File: config.mk
export PLATFORM = sky130hd
export DESIGN_NAME = tcw_char
export DESIGN_NICKNAME = d
export VERILOG_FILES = /design/src/rtl/core/tcw_pkg.sv /design/src/rtl/core/tcw_char.sv
export SDC_FILE = /design/constraint.sdc
export NUM_CORES = 1
export LEC_CHECK = 0
export BUFFER_PORTS_ARGS = -buffer_cell sky130_fd_sc_hd__clkbuf_2
export CAP_MARGIN = 20
export CORE_ASPECT_RATIO = 1.25
export CORE_MARGIN = 8
export CORE_UTILIZATION = 34
export DETAILED_ROUTE_END_ITERATION = 12
export PLACE_DENSITY_LB_ADDON = 0.2
export SLEW_MARGIN = 20
export SYNTH_ARGS = -nofsm -noshare
export SYNTH_HDL_FRONTEND = slang
export SYNTH_SLANG_ARGS = --single-unit
File: constraint.sdc
create_clock -name vclk -period 7.42
set_input_delay 1.113 -clock vclk [all_inputs]
set_output_delay 1.113 -clock vclk [all_outputs]
set_load 0.005 [all_outputs]
File: src/rtl/core/tcw_pkg.sv
`timescale 1ns / 1ps
`default_nettype none

package tcw_pkg;

    // screen geometry
    localparam int COLUMNS   = 80;
    localparam int ROWS      = 25;
    localparam int CELLS     = COLUMNS * ROWS;
    localparam int LAST_CELL = CELLS - 1;
    localparam int SCROLL_AT = COLUMNS * (ROWS - 1);

    // widths
    localparam int ADDR_W = $clog2(CELLS);
    localparam int CW     = ADDR_W + 1;
    localparam int MODE_W = 3;
    localparam int CHAR_W = 8;
    localparam int COL_W  = 7;
    localparam int ROW_W  = 5;
    localparam int POS_W  = 11;
    localparam int CELL_W = 16;
    localparam int CFG_IDX_W  = 3;
    localparam int CFG_DATA_W = 8;

    // width of column + row * COLUMNS before saturation
    localparam int PIN_W = $clog2((2 ** COL_W - 1) + (2 ** ROW_W - 1) * COLUMNS + 1);
    localparam int PW    = ((PIN_W > CW) ? PIN_W : CW) + 1;

    // reciprocal for the row split: quotient is low by at most one
    localparam int SPLIT_SH = ADDR_W + 1;
    localparam int SPLIT_K  = (2 ** SPLIT_SH) / COLUMNS;
    localparam int K_W      = ADDR_W + 2;
    localparam int PROD_W   = ADDR_W + K_W;
    localparam int Q_W      = PROD_W - SPLIT_SH;

    // cell and control codes
    localparam logic [CELL_W-1:0] BLANK   = 16'h0f20;
    localparam logic [CHAR_W-1:0] CODE_BS = 8'h08;
    localparam logic [CHAR_W-1:0] CODE_NL = 8'h0a;
    localparam logic [CHAR_W-1:0] CODE_CR = 8'h0d;

    // operation modes
    localparam logic [MODE_W-1:0] MODE_CHAR  = 3'd0;
    localparam logic [MODE_W-1:0] MODE_AT    = 3'd1;
    localparam logic [MODE_W-1:0] MODE_SET   = 3'd2;
    localparam logic [MODE_W-1:0] MODE_CLEAR = 3'd3;
    localparam logic [MODE_W-1:0] MODE_READ  = 3'd4;

    // register indexes
    localparam logic [CFG_IDX_W-1:0] CFG_TEXT_COLOR    = 3'd0;
    localparam logic [CFG_IDX_W-1:0] CFG_CURSOR_FOLLOW = 3'd1;
    localparam logic [CFG_IDX_W-1:0] CFG_LEFT_CODE     = 3'd2;
    localparam logic [CFG_IDX_W-1:0] CFG_RIGHT_CODE    = 3'd3;
    localparam logic [CFG_IDX_W-1:0] CFG_UP_CODE       = 3'd4;
    localparam logic [CFG_IDX_W-1:0] CFG_DOWN_CODE     = 3'd5;

    typedef struct packed {
        logic [MODE_W-1:0] mode;
        logic [CHAR_W-1:0] char_code;
        logic [COL_W-1:0]  column;
        logic [ROW_W-1:0]  row;
    } t_in;

    typedef struct packed {
        logic [POS_W-1:0]  cursor_pos;
        logic [POS_W-1:0]  hw_cursor_pos;
        logic [CELL_W-1:0] cell_value;
        logic              scrolled;
    } t_out;

    typedef struct packed {
        logic [7:0]        text_color;
        logic              cursor_follow;
        logic [CHAR_W-1:0] left_code;
        logic [CHAR_W-1:0] right_code;
        logic [CHAR_W-1:0] up_code;
        logic [CHAR_W-1:0] down_code;
    } t_cfg;

    typedef struct packed {
        logic [ADDR_W-1:0] cursor;
        logic              we;
        logic [ADDR_W-1:0] waddr;
        logic [CELL_W-1:0] wdata;
        logic [CELL_W-1:0] cell_val;
        logic              scroll;
    } t_char_res;

endpackage

`default_nettype wire

File: src/rtl/core/tcw_char.sv
`timescale 1ns / 1ps
`default_nettype none

module tcw_char import tcw_pkg::*; (
    input  wire logic [ADDR_W-1:0] i_work,
    input  wire logic [ADDR_W-1:0] i_row_start,
    input  wire logic [CHAR_W-1:0] i_code,
    input  wire t_cfg              i_cfg,
    output t_char_res              o_res
);

    logic [CW-1:0] w;
    logic [CW-1:0] rs;
    logic [CW-1:0] dec1;
    logic [CW-1:0] dec_row;
    logic [CW-1:0] inc1;
    logic [CW-1:0] inc_row;
    logic [CW-1:0] next_row;
    logic [CW-1:0] sum1;
    logic [CW-1:0] sum_row;
    logic [CW-1:0] sum_nl;

    // saturating cursor moves
    always_comb begin
        w        = CW'(i_work);
        rs       = CW'(i_row_start);
        sum1     = w + CW'(1);
        sum_row  = w + CW'(COLUMNS);
        sum_nl   = rs + CW'(COLUMNS);
        dec1     = (w != '0) ? w - CW'(1) : '0;
        dec_row  = (w > CW'(COLUMNS)) ? w - CW'(COLUMNS) : '0;
        inc1     = (sum1 > CW'(LAST_CELL)) ? CW'(LAST_CELL) : sum1;
        inc_row  = (sum_row > CW'(LAST_CELL)) ? CW'(LAST_CELL) : sum_row;
        next_row = (sum_nl > CW'(LAST_CELL)) ? CW'(LAST_CELL) : sum_nl;
    end

    // control codes first, then arrows, then a plain character
    always_comb begin
        o_res.cursor   = i_work;
        o_res.we       = 1'b0;
        o_res.waddr    = i_work;
        o_res.wdata    = BLANK;
        o_res.cell_val = '0;
        o_res.scroll   = 1'b0;
        if (i_code == CODE_BS) begin
            o_res.cursor   = dec1[ADDR_W-1:0];
            o_res.we       = 1'b1;
            o_res.waddr    = dec1[ADDR_W-1:0];
            o_res.cell_val = BLANK;
        end else if (i_code == CODE_NL) begin
            o_res.cursor = next_row[ADDR_W-1:0];
        end else if (i_code == CODE_CR) begin
            o_res.cursor = i_row_start;
        end else if (i_code == i_cfg.left_code) begin
            o_res.cursor = dec1[ADDR_W-1:0];
        end else if (i_code == i_cfg.right_code) begin
            o_res.cursor = inc1[ADDR_W-1:0];
        end else if (i_code == i_cfg.up_code) begin
            o_res.cursor = dec_row[ADDR_W-1:0];
        end else if (i_code == i_cfg.down_code) begin
            o_res.cursor = inc_row[ADDR_W-1:0];
        end else begin
            o_res.we       = 1'b1;
            o_res.wdata    = {i_cfg.text_color, i_code};
            o_res.cell_val = {i_cfg.text_color, i_code};
            // landing in the last row scrolls and pulls the cursor up a row
            if (inc1 >= CW'(SCROLL_AT)) begin
                o_res.scroll = 1'b1;
                o_res.cursor = ADDR_W'(inc1 - CW'(COLUMNS));
            end else begin
                o_res.cursor = inc1[ADDR_W-1:0];
            end
        end
    end

endmodule

`default_nettype wire

Word level (Yosys, flattened, before mapping)
Index checks and enable logic that the tools add are counted.

word-level totals
  register bits = 0
  bits of input ports = 71

cells by class
  add/subtract/negate cells = 6
  order comparisons = 5
  eq/ne operators = 7
  multiplexer cells = 30
  reduce and logical (&&, ||, !) cells = 1

operators with widths
  cell                                                                                    count
  33-bit two-way mux                                                                      6
  11-bit two-way mux                                                                      12
  12-bit by 11-bit greater-than comparator with 1-bit output (second input constant)      3
  8-bit equality test                                                                     4
  16-bit two-way mux                                                                      2
  11-bit by 7-bit adder with 12-bit output (second input constant)                        2
  8-bit by 4-bit equality test with 1-bit output (second input constant)                  3
  12-bit two-way mux                                                                      2
  11-bit by 7-bit subtractor with 11-bit output (second input constant)                   2
  11-bit by 1-bit adder with 12-bit output (second input constant)                        1
  12-bit by 11-bit greater-or-equal comparator with 1-bit output (second input constant)  1
  11-bit by 7-bit greater-than comparator with 1-bit output (second input constant)       1
  11-bit nonzero test                                                                     1
  11-bit by 1-bit subtractor with 11-bit output (second input constant)                   1
  1-bit two-way mux                                                                       8

Longest topological paths before layout
  depth in word-level cells = 12
  gate-level depth with buffers = 12

Worst setup path after synthesis
Ideal clock, no wire load.

  path type = in2out
  start = in i_work[4]
  end = out o_res[49] (netlist bit)
  arrival = 3087 ps
  data required time = 6307 ps
  slack = 3220 ps
  cell stages on the path = 10
  buffers on the path = 3
  path through = buf_2 > buf_1 > inv_1 > ha_1 > nor3b_1 > and4_1 > buf_2 > nor3_1 > o22ai_1 > o41ai_1

RTL lines
  item             RTL line       RTL
  start, declared  tcw_char.sv:5  input wire logic [ADDR_W-1:0] i_work,
  end, declared    tcw_char.sv:9  output t_char_res o_res

==> results_dict.tcl <==
set metrics [dict create \
    vias 3977 \
    multi_input_area_um2 2680 \
    top_usage_layer "met2" \
    end_kind "output port" \
    drive_above_1_share_pct 28.5 \
    grt_first_pass_wirelength_mm 20.5 \
    met1_usage_pct 25.1 \
    yosysWarnings 0 \
    worst_path_most_repeated_cell "clkbuf_2" \
    cts_resized 0 \
    synthCells 477 \
    rsz0062_at_grt "false" \
    area_growth_pct 16.4 \
    cts_setup_buffers 0 \
    utilization_pct 40.7 \
    fin_cells 671 \
    path_cells "clkbuf_2 > ha_1 > and4_1 > a21oi_1 > nor3_1 > a21o_1 > nor4_1 > a2111o_1 > a32oi_1 > clkbuf_2" \
    clock_buffers 0 \
    synth_top_area_share_pct 7.82 \
    worstMarginPinSlew_ns 0.945 \
    core_um2 8650 \
    critPathKind "in -> out" \
    cp.arrival_ns 4.04 \
    holdWs_ns 2.50 \
    relSlewSlack_pct 36.5 \
    num_rows 38 \
    cts-hold-fix-buffers 0 \
    cp_max_fo 21 \
    detail-route-antenna-nets 0 \
    routabilityCongestion 0.907 \
    startpoint_type "input port" \
    use_met3_pct 3.16 \
    max_freq_mhz 194 \
    synth.area.top_cells "xnor2_1 (7.8%), nand2_1 (7.3%), o21ai_0 (6.1%), a21oi_1 (5.3%), nor2_1 (5.0%)" \
    firstDrtPassIters 5 \
    post_drt_wl_per_cell_um 19.0 \
    maxCapViolCount 0 \
    power_frac_seq_pct 0 \
    nNetsFinal 632 \
    antenna_found_initial 0 \
    groute.layer.met2.usage_pct 35.8 \
    wl_mm 12.8 \
    ys_types 75 \
    ys_seq_area_share_pct 0 \
    drcViolationCount 0 \
    flops_and_latches 0 \
    power_density_nw_per_um2 47.2 \
    drv_slew 0 \
    ios 127 \
    status "finished clean" \
    finalCriticalPeriod_ns 5.15 \
    num-fill-cells 974 \
    die_w_um 100 \
    leakage_nw 1.50 \
    cpPeakStageDelay_ns 0.43 \
    fin_tns_setup_ns 0 \
    grt_usage_pct 20.3 \
    grt_start_max_net_pins 22 \
    avgSynthCellArea_um2 6.34 \
    overflow 0 \
    vias_per_cell 5.93 \
    hold_class "in -> out" \
    synth.cell_area_um2 3020 \
    synth_nets 556 \
    dieArea_um2 12200 \
    switching_share_pct 59.2 \
    power.switching_w 0.0000983 \
    crit_slowest_cell "and4_1" \
    die_y_um 121 \
    regArea_um2 0 \
    p_clk_share_pct 0 \
    grt_pass1_vias 3989 \
    hold_viol 0 \
    antenna_cells 0 \
    mostFrequentLayoutCell "clkbuf_2" \
    fin_crit_sh_pct 69.4 \
    crit_required_ns 6.31 \
    p_int_w 0.0000679 \
    dpl.hpwl_mm 10.2 \
    mostFrequentLayoutCells "clkbuf_2 (126), nand2_1 (59), nor2_1 (39)" \
    path_buf_inv 2 \
    port_buffers 126 \
    initial_core_util_pct 34.9 \
    finalSetupViolations 0 \
    path_delay_family "compound AO/OA/AOI/OAI gates" \
    combinationalPowerShare_pct 100.0 \
    ir_drop_mv 0.0249 \
    dp_cells 671 \
    drt-initial-drc-count 319 \
    synth_top_area_cell "xnor2_1" \
]
[synth_stat cells, types with 4 or more instances]
master	number
nor2_1	40
o211ai_1	6
nor4_1	9
a211o_1	4
nor3_1	17
or2_2	4
xor2_1	16
o21ai_0	37
o31ai_1	6
and2_1	16
a211oi_1	9
nand3_1	13
ha_1	8
and3_1	7
clkbuf_1	11
a21oi_1	32
nand4_1	6
nand2b_1	10
nand2_1	59
inv_1	12
buf_4	15
a31oi_1	10
xnor2_1	27
o22ai_1	4
a2111oi_0	4
buf_2	24
[power groups by stage]
stage | registers (W) | clock network, W | logic (W)
after detailed placement | 0 | 0 | 0.000165
after global routing | 0 | 0 | 0.000183
final | 0 | 0 | 0.000166
after CTS | 0 | 0 | 0.000166
after global placement | 0 | 0 | 0.000164
after floorplan | 0 | 0 | 0.000107
[metal layers]
layer	share of wire [%]	routed length, um
met5	0	0
met4	1.8	230
met3	8.1	1040
met2	49	6310
met1	41	5180
[logic make-up (layout without fill, tap and decap cells)]
family,count (synthesis),after routing,synth area share [%]
and+or+nand+nor,207,207,37.7
AOI/OAI and AO/OA,151,151,34.1
buffers and inverters,66,140,11.5
adders and majority gates,8,8,3.31
xor gates and xnor gates,44,44,13.0
muxes,1,1,0.331
[final timing paths]
kind                       from         to  slack, ns  cells past startpoint
worst max-delay path  i_work[4]  o_res[50]       2.27                     10
worst min-delay path  i_cfg[33]  o_res[25]       2.50                      3
[layout make-up]
| class | instances | area share, % |
|---|---|---|
| multi-input combinational | 411 | 76.2 |
| timing repair buffer | 127 | 18.1 |
| tap | 120 | 4.27 |
| inverter | 13 | 1.39 |
[stage by stage]
| stage | cell area [um^2] | power [W] | setup slack (ns) |
|---|---|---|---|
| after floorplan | 3020 | 0.000107 | 3.22 |
| after global placement | 3520 | 0.000164 | 2.37 |
| after detailed placement | 3520 | 0.000165 | 2.37 |
| after CTS | 3520 | 0.000166 | 2.35 |
| after global routing | 3520 | 0.000183 | 2.09 |
| final | 3520 | 0.000166 | 2.27 |
(Power assumes the default switching activity.)
