## config.mk

```make
export PLATFORM = sky130hd
export DESIGN_NAME = tcw_cfg
export DESIGN_NICKNAME = d
export VERILOG_FILES = /design/src/rtl/core/tcw_pkg.sv /design/src/rtl/core/tcw_cfg.sv
export SDC_FILE = /design/constraint.sdc
export NUM_CORES = 1
export LEC_CHECK = 0
export BUFFER_PORTS_ARGS = -buffer_cell sky130_fd_sc_hd__buf_2
export CAP_MARGIN = 10
export CORE_ASPECT_RATIO = 1.5
export CORE_UTILIZATION = 40
export CTS_BUF_LIST = sky130_fd_sc_hd__clkbuf_16
export CTS_CLUSTER_SIZE = 10
export DETAILED_ROUTE_END_ITERATION = 8
export PLACE_DENSITY_LB_ADDON = 0.3
export SLEW_MARGIN = 5
export SYNTH_ARGS = -nofsm -noshare
export SYNTH_HDL_FRONTEND = slang
export SYNTH_SLANG_ARGS = --single-unit
```

## constraint.sdc

```tcl
create_clock -name i_clk -period 1.2 [get_ports i_clk]
set_clock_uncertainty 0.1 [all_clocks]
set_input_delay 0.06 -clock i_clk [delete_from_list [all_inputs] [get_ports i_clk]]
set_output_delay 0.06 -clock i_clk [all_outputs]
set_load 0.1 [all_outputs]
```

## src/rtl/core/tcw_pkg.sv

```systemverilog
`timescale 1ns / 1ps
`default_nettype none

package tcw_pkg;

    // screen geometry
    localparam int COLUMNS   = 80;
    localparam int ROWS      = 25;
    localparam int CELLS     = COLUMNS * ROWS;
    localparam int LAST_CELL = CELLS - 1;
    localparam int SCROLL_AT = COLUMNS * (ROWS - 1);

    // widths
    localparam int ADDR_W = $clog2(CELLS);
    localparam int CW     = ADDR_W + 1;
    localparam int MODE_W = 3;
    localparam int CHAR_W = 8;
    localparam int COL_W  = 7;
    localparam int ROW_W  = 5;
    localparam int POS_W  = 11;
    localparam int CELL_W = 16;
    localparam int CFG_IDX_W  = 3;
    localparam int CFG_DATA_W = 8;

    // width of column + row * COLUMNS before saturation
    localparam int PIN_W = $clog2((2 ** COL_W - 1) + (2 ** ROW_W - 1) * COLUMNS + 1);
    localparam int PW    = ((PIN_W > CW) ? PIN_W : CW) + 1;

    // reciprocal for the row split: quotient is low by at most one
    localparam int SPLIT_SH = ADDR_W + 1;
    localparam int SPLIT_K  = (2 ** SPLIT_SH) / COLUMNS;
    localparam int K_W      = ADDR_W + 2;
    localparam int PROD_W   = ADDR_W + K_W;
    localparam int Q_W      = PROD_W - SPLIT_SH;

    // cell and control codes
    localparam logic [CELL_W-1:0] BLANK   = 16'h0f20;
    localparam logic [CHAR_W-1:0] CODE_BS = 8'h08;
    localparam logic [CHAR_W-1:0] CODE_NL = 8'h0a;
    localparam logic [CHAR_W-1:0] CODE_CR = 8'h0d;

    // operation modes
    localparam logic [MODE_W-1:0] MODE_CHAR  = 3'd0;
    localparam logic [MODE_W-1:0] MODE_AT    = 3'd1;
    localparam logic [MODE_W-1:0] MODE_SET   = 3'd2;
    localparam logic [MODE_W-1:0] MODE_CLEAR = 3'd3;
    localparam logic [MODE_W-1:0] MODE_READ  = 3'd4;

    // register indexes
    localparam logic [CFG_IDX_W-1:0] CFG_TEXT_COLOR    = 3'd0;
    localparam logic [CFG_IDX_W-1:0] CFG_CURSOR_FOLLOW = 3'd1;
    localparam logic [CFG_IDX_W-1:0] CFG_LEFT_CODE     = 3'd2;
    localparam logic [CFG_IDX_W-1:0] CFG_RIGHT_CODE    = 3'd3;
    localparam logic [CFG_IDX_W-1:0] CFG_UP_CODE       = 3'd4;
    localparam logic [CFG_IDX_W-1:0] CFG_DOWN_CODE     = 3'd5;

    typedef struct packed {
        logic [MODE_W-1:0] mode;
        logic [CHAR_W-1:0] char_code;
        logic [COL_W-1:0]  column;
        logic [ROW_W-1:0]  row;
    } t_in;

    typedef struct packed {
        logic [POS_W-1:0]  cursor_pos;
        logic [POS_W-1:0]  hw_cursor_pos;
        logic [CELL_W-1:0] cell_value;
        logic              scrolled;
    } t_out;

    typedef struct packed {
        logic [7:0]        text_color;
        logic              cursor_follow;
        logic [CHAR_W-1:0] left_code;
        logic [CHAR_W-1:0] right_code;
        logic [CHAR_W-1:0] up_code;
        logic [CHAR_W-1:0] down_code;
    } t_cfg;

    typedef struct packed {
        logic [ADDR_W-1:0] cursor;
        logic              we;
        logic [ADDR_W-1:0] waddr;
        logic [CELL_W-1:0] wdata;
        logic [CELL_W-1:0] cell_val;
        logic              scroll;
    } t_char_res;

endpackage

`default_nettype wire

```

## src/rtl/core/tcw_cfg.sv

```systemverilog
`timescale 1ns / 1ps
`default_nettype none

module tcw_cfg import tcw_pkg::*; (
    input  wire logic                  i_clk,
    input  wire logic                  i_rst_n,
    input  wire logic                  i_cfg_valid,
    input  wire logic [CFG_IDX_W-1:0]  i_cfg_index,
    input  wire logic [CFG_DATA_W-1:0] i_cfg_data,
    output logic                       o_cfg_ready,
    output t_cfg                       o_cfg
);

    t_cfg r_cfg;

    // register file, writes to unknown indexes are dropped
    always_ff @(posedge i_clk) begin
        if (!i_rst_n) begin
            r_cfg.text_color    <= 8'd15;
            r_cfg.cursor_follow <= 1'b1;
            r_cfg.left_code     <= 8'd128;
            r_cfg.right_code    <= 8'd129;
            r_cfg.up_code       <= 8'd130;
            r_cfg.down_code     <= 8'd131;
        end else if (i_cfg_valid) begin
            case (i_cfg_index)
                CFG_TEXT_COLOR:    r_cfg.text_color    <= i_cfg_data;
                CFG_CURSOR_FOLLOW: r_cfg.cursor_follow <= i_cfg_data[0];
                CFG_LEFT_CODE:     r_cfg.left_code     <= i_cfg_data;
                CFG_RIGHT_CODE:    r_cfg.right_code    <= i_cfg_data;
                CFG_UP_CODE:       r_cfg.up_code       <= i_cfg_data;
                CFG_DOWN_CODE:     r_cfg.down_code     <= i_cfg_data;
                default: ;
            endcase
        end
    end

    assign o_cfg_ready = 1'b1;
    assign o_cfg       = r_cfg;

endmodule

`default_nettype wire

```

# ---- Word-level counts from Yosys, hierarchy flattened
# Index checks and enable logic that the tools add are counted.
dict set report totals {
  output_inout_bits 42
  input_bits 14
  elab_cells 18
  register_bits 41
}
dict set report classes {
  n_eq_ne 5
  reduce_logical 7
}
# operator count
set op_table {}
lappend op_table {{$reduce_and A2 Y1} 6}
lappend op_table {{$eq A3 B2 Y1 const B} 2}
lappend op_table {{$eq A3 B3 Y1 const B} 2}
lappend op_table {{$eq A3 B1 Y1 const B} 1}
lappend op_table {{$logic_not A3 Y1} 1}

# ---- Longest topological paths before layout
# Gate-level depths: netlist (run 1).
dict set report logic_depth {
  ltp_word 2
  mapped_depth 4
  mapped_depth_nobuf 2
}

# ---- Worst setup path before layout (run 1)
# Ideal clock, no wire load.
dict set report synth_path {
  kind {register -> register}
  start {reg o_cfg[10] (netlist name)}
  end {reg r_cfg (netlist bit o_cfg[10])}
  n_path_buf 0
  path_stages_with_launch 3
  arrival_ns 1.158
  setup_slack_ns -0.130
  period_less_slack_ns 1.330
  setup_ns 0.072
  required_time_ns 1.028
  cell_sequence {dfxtp_1 nand2_1 mux2i_1}
}
# item line_no
set synth_lines {}
lappend synth_lines {{end: declaration} tcw_cfg.sv:14} ;# t_cfg r_cfg;

==> flow_summary.json, run 1 <==
{
  "achievable-frequency_ghz": 0.919,
  "seq_total_area_yosys_pct": 50.9,
  "floorplan.die_area_um2": 4300,
  "worst_path_largest_cell_delay_ps": 530,
  "grt_pass1_vias": 1483,
  "routabilityCongestion": 0.769,
  "pwr-share-comb_pct": 16.3,
  "share_clk_of_total_power_pct": 42.3,
  "die_height_um": 79.8,
  "route.antenna.remaining_nets": 0,
  "worstHoldEndpoint": "o_cfg[22]$_SDFFE_PN0P_",
  "drt-initial-drc-count": 8,
  "grt_first_pass_wirelength_um": 7180,
  "gr-total-overflow": 0,
  "design.core.area_um2": 3750,
  "number_of_antenna_violations_at_the_first_check_in_global_routing": 0,
  "final_util_pct": 76.8,
  "power.static_leakage_nw": 1.26,
  "layout_nets": 237,
  "ir_worst_vdd_uv": 1070,
  "chain_of_cells_forming_the_critical_path": "dlygate4sd3_1 -> buf_2 -> nor2b_1 -> mux2i_1",
  "relative_contribution_of_sequential_cells_to_total_power_pct": 41.4,
  "insertion_delay_ps": 280,
  "layout.area.seq_um2": 872,
  "holdCritPathClass": "input pin to register",
  "cts_num_sinks": 41,
  "fill_cell_total_of_the_finished_layout": 229,
  "max_cap_viol_count": 0,
  "synth.distinct_cells": 14,
  "worstPathBufferInverterCount": 2,
  "detail_route.wl_per_cell_um": 16.5,
  "total_switching_power_mw": 0.885,
  "io_buffer_count": 54,
  "clock_tree.buffer_depth": 2,
  "place_hpwl_um": 3330,
  "worstSetupStartpointType": "input pin",
  "max_slew_violation_count": 0,
  "detailroute.via_count": 1356,
  "gr-usage-all-layers_pct": 23.4,
  "timing.final.crit_period_ps": 1090,
  "internal-power_mw": 2.58,
  "share_of_post_route_cells_with_drive_strength_above_1_pct": 52.2,
  "worst_path_max_delay_cell": "sky130_fd_sc_hd__dlygate4sd3_1",
  "worst_setup_path_end_kind": "register",
  "final_critical_path_setup_slack_ps": 112,
  "post_synth_instance_area_um2": 1610,
  "rsz0062_at_grt": "no",
  "holdCritStartpoint": "i_cfg_data[6]",
  "num_rows": 27,
  "clockRootBuffer": "sky130_fd_sc_hd__clkbuf_16",
  "switching_share_pct": 25.6,
  "drcViolationCount": 0,
  "path_max_fanout": 4,
  "antenna-diode-count": 0,
  "number_of_iterations_in_the_first_detailed_routing_pass": 5,
  "via_per_inst": 5.08,
  "cts.htree.levels": 2,
  "r2r_slack_ps": 390,
  "hold-path-cell-count": 3,
  "multi_input_area_um2": 746,
  "final_setup_violation_count": 0,
  "critPathArrivalTime_ps": 1130,
  "run_status": "complete, no violations",
  "ff2ff_path_depth": 2,
  "reg2reg_to": "o_cfg[18]$_SDFFE_PN0P_",
  "final_hold_viol_count": 0,
  "cts_inserted_buffers": 5,
  "synth_warnings": 0,
  "area_delta_synth_final_pct": 78.6,
  "final_min_period_over_clock_period_pct": 90.7,
  "tritoncts": "yes",
  "pin_count_of_the_biggest_net_entering_global_routing": 21,
  "drt_wl_total_um": 4410,
  "synth_area_per_cell_um2": 10.3,
  "io_pins": 56,
  "dieWidth_um": 53.8,
  "worst_case_setup_slack_after_placement_ps": -79.7,
  "synth_seq_cells": 41,
  "critical_path_required_ps": 1240,
  "reg2reg_from": "o_cfg[18]$_SDFFE_PN0P_",
  "clkTransAtPathRegs_ps": 60,
  "layout.cells.most_common_list": "sky130_fd_sc_hd__buf_12, sky130_fd_sc_hd__mux2i_1, sky130_fd_sc_hd__dfxtp_2",
  "mappedNetlistNets": 170,
  "initial_utilization_pct": 43.0,
  "postSynthCellCount": 156,
  "worst-setup-path-type": "input pin to register",
  "layout_commonest_cell": "sky130_fd_sc_hd__buf_12",
  "max_reg_flops": 41,
  "crit_family": "buffers and inverters",
  "pwr_density_nw_per_um2": 1200
}
-- cell usage after synthesis --
library cell	number	share of area, %
sky130_fd_sc_hd__nor4bb_1	2	1.2
sky130_fd_sc_hd__and4b_1	1	0.62
sky130_fd_sc_hd__nand4bb_1	1	0.70
sky130_fd_sc_hd__clkbuf_1	6	1.4
sky130_fd_sc_hd__nor2b_1	18	7.0
sky130_fd_sc_hd__mux2i_1	41	25
sky130_fd_sc_hd__buf_4	1	0.47
sky130_fd_sc_hd__nand2_1	36	8.4
sky130_fd_sc_hd__buf_2	5	1.6
sky130_fd_sc_hd__nor4b_2	1	0.93
sky130_fd_sc_hd__dfxtp_1	41	51
sky130_fd_sc_hd__nand4b_1	1	0.54
sky130_fd_sc_hd__or4b_1	1	0.62
sky130_fd_sc_hd__conb_1	1	0.23
-- power by group through the flow --
stage | sequential (mW) | clock [mW] | combinational, mW
floorplan | 1.66 | 0 | 0.123
global placement | 1.46 | 0 | 0.537
detailed placement | 1.46 | 0 | 0.550
CTS | 1.43 | 1.48 | 0.565
global route | 1.44 | 1.54 | 0.585
finish | 1.43 | 1.46 | 0.563
-- area by class of cell --
cell class | count | share of cell area, %
Clock buffer | 5 | 4.34
Clock inverter | 3 | 1.30
Multi-Input combinational cell | 103 | 25.9
Sequential cell | 41 | 30.3
Tap cell | 43 | 1.87
Timing Repair Buffer | 72 | 36.3
-- through the flow --
step | instance area [um2] | power [mW] | TNS, ps | instances | hold WS [ps]
after floorplan | 1660 | 1.78 | 0 | 156 | 94.7
after global placement | 2670 | 2.00 | -147 | 254 | 221
after detailed placement | 2670 | 2.01 | -728 | 254 | 242
after CTS | 2880 | 3.48 | 0 | 267 | 88.0
after global routing | 2880 | 3.56 | 0 | 267 | 100
final | 2880 | 3.46 | 0 | 267 | 84.7
-- kinds of logic (layout without fill, tap and decap cells) --
group | after synthesis | in the layout | share of synthesized area [%]
buffers and inverters | 12 | 80 | 3.41
DFF | 41 | 41 | 50.9
muxes | 41 | 41 | 25.4
other | 1 | 1 | 0.233
and+or+nand+nor | 61 | 61 | 20.0
-- worst register-to-register path: stages (launching register included) --
cell and delay, ps:
sky130_fd_sc_hd__dfxtp_2 360, sky130_fd_sc_hd__nand2_1 80, sky130_fd_sc_hd__mux2i_1 180
-- worst max path at each step --
stage | from | endpoint | slack [ps] | depth (start not counted)
after floorplan | i_cfg_index[1] | o_cfg[33]$_SDFFE_PN1P_ | 140 | 3
after global placement | i_cfg_index[1] | o_cfg[33]$_SDFFE_PN1P_ | -30 | 3
after detailed placement | i_cfg_index[1] | o_cfg[37]$_SDFFE_PN0P_ | -80 | 3
after CTS | i_cfg_data[7] | o_cfg[23]$_SDFFE_PN1P_ | 20 | 4
after global routing | i_cfg_data[0] | o_cfg[33]$_SDFFE_PN1P_ | 60 | 4
final | i_cfg_data[0] | o_cfg[33]$_SDFFE_PN1P_ | 110 | 4
-- routing by layer --
layer | wire length, um | GRT usage (%) | share of wire (%) | vias to the layer above
met5 | 0 | 0 | 0 | -
met4 | 128 | 9.74 | 2.9 | 0
met3 | 146 | 4.19 | 3.3 | 12
met2 | 2560 | 44.0 | 58 | 44
met1 | 1570 | 23.7 | 36 | 651
li1 | - | - | - | 649
-- repair_timing --
action	in CTS	in global routing
endpoints found under the setup margin	0	3
setup buffers	0	0
hold endpoints to repair	7	0
hold buffers	5	0
resized for setup	0	1
(Power assumes the default switching activity.)
==> inputs of run 2 (changes only) <==
--- a/config.mk
+++ b/config.mk
@@ -5,6 +5,7 @@
 export SDC_FILE = /design/constraint.sdc
 export NUM_CORES = 1
 export LEC_CHECK = 0
+export ABC_AREA = 1
 export BUFFER_PORTS_ARGS = -buffer_cell sky130_fd_sc_hd__buf_2
 export CAP_MARGIN = 10
 export CORE_ASPECT_RATIO = 1.5
==> run 2 against run 1 <==
Effect of this change: combinational power is 47% higher; design area fell by 1.1%; hold slack worse by 10 ps; sequential share of layout area grew 0.33 points; via count is 24% higher; sequential power rose by 3%.
==> flow_summary.json, run 2 <==
{
  "post_cts_resize_count": 0,
  "drt-initial-drc-count": 37,
  "share_of_post_route_cells_with_drive_strength_above_1_pct": 39.7,
  "fill_cell_total_of_the_finished_layout": 308,
  "place.detailed.instances": 329,
  "max_slew_violation_count": 0,
  "final_setup_violation_count": 0,
  "achievable-frequency_ghz": 1.01,
  "via_per_inst": 4.91,
  "dieWidth_um": 54.9,
  "antenna-diode-count": 0,
  "final_critical_path_setup_slack_ps": 212,
  "place_hpwl_um": 3030,
  "synth_area_per_cell_um2": 7.08,
  "aggregate_negative_setup_slack_ps": 0,
  "post_synthesis_cell_type_with_the_largest_combined_area": "sky130_fd_sc_hd__dfxtp_1",
  "most_frequently_used_cell_type_in_the_post_synthesis_netlist": "sky130_fd_sc_hd__nand2_1",
  "reg2reg_from": "o_cfg[13]$_SDFFE_PN0P_",
  "worst_setup_path_end_kind": "register",
  "power.static_leakage_nw": 1.27,
  "multi_input_area_um2": 754,
  "max_reg_flops": 41,
  "area_delta_synth_final_pct": 69.7,
  "fin_area_um2": 2850,
  "clockRootBuffer": "sky130_fd_sc_hd__clkbuf_16",
  "worstHoldEndpoint": "o_cfg[31]$_SDFFE_PN1P_",
  "layout.cells.most_common_list": "sky130_fd_sc_hd__nand2_1, sky130_fd_sc_hd__nor2_1, sky130_fd_sc_hd__nand3_1, sky130_fd_sc_hd__buf_12, sky130_fd_sc_hd__dfxtp_2",
  "count_of_flip_flops_with_a_built_in_enable_after_synthesis": 0,
  "timing.final.crit_period_ps": 988,
  "rsz0062_at_grt": "no",
  "placed_area_um2": 2660,
  "postSynthCellCount": 237,
  "post_synth_instance_area_um2": 1680,
  "reg2reg_to": "o_cfg[13]$_SDFFE_PN0P_",
  "holdCritStartpoint": "i_rst_n",
  "layout_nets": 310,
  "detail_route.wl_per_cell_um": 12.2,
  "ff2ff_path_depth": 2,
  "area_contributors_post_synth": "sky130_fd_sc_hd__dfxtp_1, sky130_fd_sc_hd__nand2_1, sky130_fd_sc_hd__nor2_1",
  "route.antenna.remaining_nets": 0,
  "worst_case_hold_slack_ps": 74.2,
  "worst-setup-path-type": "input pin to register",
  "run_status": "complete, no violations",
  "drcViolationCount": 0,
  "post_synth_top_area_share_pct": 48.9,
  "holdCritPathClass": "input pin to register",
  "launching_element_of_the_worst_setup_path": "i_cfg_data[3]",
  "mappedNetlistNets": 251,
  "ir_worst_vdd_uv": 977,
  "post_cts_hold_buffer_count": 5,
  "final_hold_viol_count": 0,
  "cts_num_sinks": 41,
  "post-layout-total-power_mw": 3.57,
  "grt_first_pass_wirelength_um": 6800,
  "gr-usage-all-layers_pct": 21.4,
  "worst_path_max_delay_cell": "sky130_fd_sc_hd__dlygate4sd3_1",
  "chain_of_cells_forming_the_critical_path": "dlygate4sd3_1 -> buf_2 -> inv_1 -> nand3_1 -> nand2_1 -> nor2_1",
  "number_of_iterations_in_the_first_detailed_routing_pass": 4,
  "r2r_slack_ps": 470,
  "pwr_density_nw_per_um2": 1250,
  "yosys_most_used_dff": "sky130_fd_sc_hd__dfxtp_1",
  "path_max_fanout": 4,
  "io_buffer_count": 54,
  "synth_warnings": 0,
  "cts.htree.levels": 2,
  "design.core.area_um2": 3990,
  "floorplan.die_area_um2": 4470,
  "clkTransAtPathRegs_ps": 60,
  "worst_case_setup_slack_after_placement_ps": 165,
  "seq_total_area_yosys_pct": 48.9,
  "cts_inserted_buffers": 5,
  "critPathArrivalTime_ps": 1060,
  "max_cap_viol_count": 0,
  "io_pins": 56,
  "die_height_um": 81.4,
  "tritoncts": "yes",
  "num_rows": 28,
  "hold-path-cell-count": 3,
  "pin_count_of_the_biggest_net_entering_global_routing": 42,
  "post_synth_arst_share_pct": 0,
  "gr-total-overflow": 0,
  "post_layout_nonfiller_instances": 342,
  "number_of_antenna_violations_at_the_first_check_in_global_routing": 0,
  "insertion_delay_ps": 280,
  "synth.distinct_cells": 14,
  "worst_path_largest_cell_delay_ps": 540,
  "initial_utilization_pct": 42.0,
  "final_util_pct": 71.3,
  "worstSetupStartpointType": "input pin",
  "cts_post_setup_buffers_inserted": 0,
  "layout_commonest_cell": "sky130_fd_sc_hd__nand2_1",
  "synth_top_cells_by_count": "sky130_fd_sc_hd__nand2_1, sky130_fd_sc_hd__nor2_1, sky130_fd_sc_hd__nand3_1",
  "critical_path_required_ps": 1270,
  "routabilityCongestion": 0.856,
  "drt_wl_total_um": 4180,
  "layout.area.seq_um2": 872,
  "final_min_period_over_clock_period_pct": 82.3,
  "detailroute.via_count": 1680,
  "clock_tree.buffer_depth": 2,
  "grt_pass1_vias": 1583,
  "synth_seq_cells": 41
}
## run 2: cell types whose count changed in the layout (fill, tap and decap cells not counted), sizes merged, moves of 2 or more
cell and change:
mux2i -41, nor4bb -2, nor2b -18, nor2 +65
nand3 +42, buf -10, nand2 +27, inv +13
## run 2: worst max path at each step
stage,to
3_3_place_gp,o_cfg[7]$_SDFFE_PN1P_
6_report,o_cfg[11]$_SDFFE_PN0P_
3_5_place_dp,o_cfg[35]$_SDFFE_PN1P_
2_1_floorplan,o_cfg[32]$_SDFFE_PN1P_
5_1_grt,o_cfg[3]$_SDFFE_PN0P_
4_1_cts,o_cfg[23]
## run 2: report_power, final
part	switching, mW	total (mW)	internal, mW
sequential	0.0517	1.47	1.42
clock	0.505	1.27	0.761
combinational	0.554	0.829	0.275
total	1.11	3.57	2.46
## run 2: kinds of logic (layout without fill, tap and decap cells)
| group | count (synthesis) | in the layout | synth area share (%) |
|---|---|---|---|
| and+or+nand+nor | 170 | 170 | 44.4 |
| DFF | 41 | 41 | 48.9 |
| buffers and inverters | 24 | 84 | 6.18 |
| other | 1 | 1 | 0.223 |
| AOI/OAI and AO/OA | 1 | 1 | 0.298 |
## run 2: worst max-delay path, delay by kind of cell
| family | cells | cell delay [ps] |
|---|---|---|
| buffers and inverters | 3 | 800 |
| and+or+nand+nor | 3 | 200 |
## run 2: layer usage
metal | global-route usage [%] | vias to the layer above | share of wire, %
met5 | 0 | - | 0
li1 | - | 849 | -
met3 | 3.37 | 13 | 4.2
met4 | 14.8 | 0 | 4.1
met1 | 23.7 | 758 | 38
met2 | 35.5 | 60 | 53
## run 2: final cells by class
class / count / share of cell area [%]
inverters: 14 / 1.84
clock inverters: 3 / 0.615
multi-input cells: 172 / 26.5
repair buffers: 62 / 34.1
well taps: 45 / 1.98
flip-flops and latches: 41 / 30.6
clock buffers: 5 / 4.39
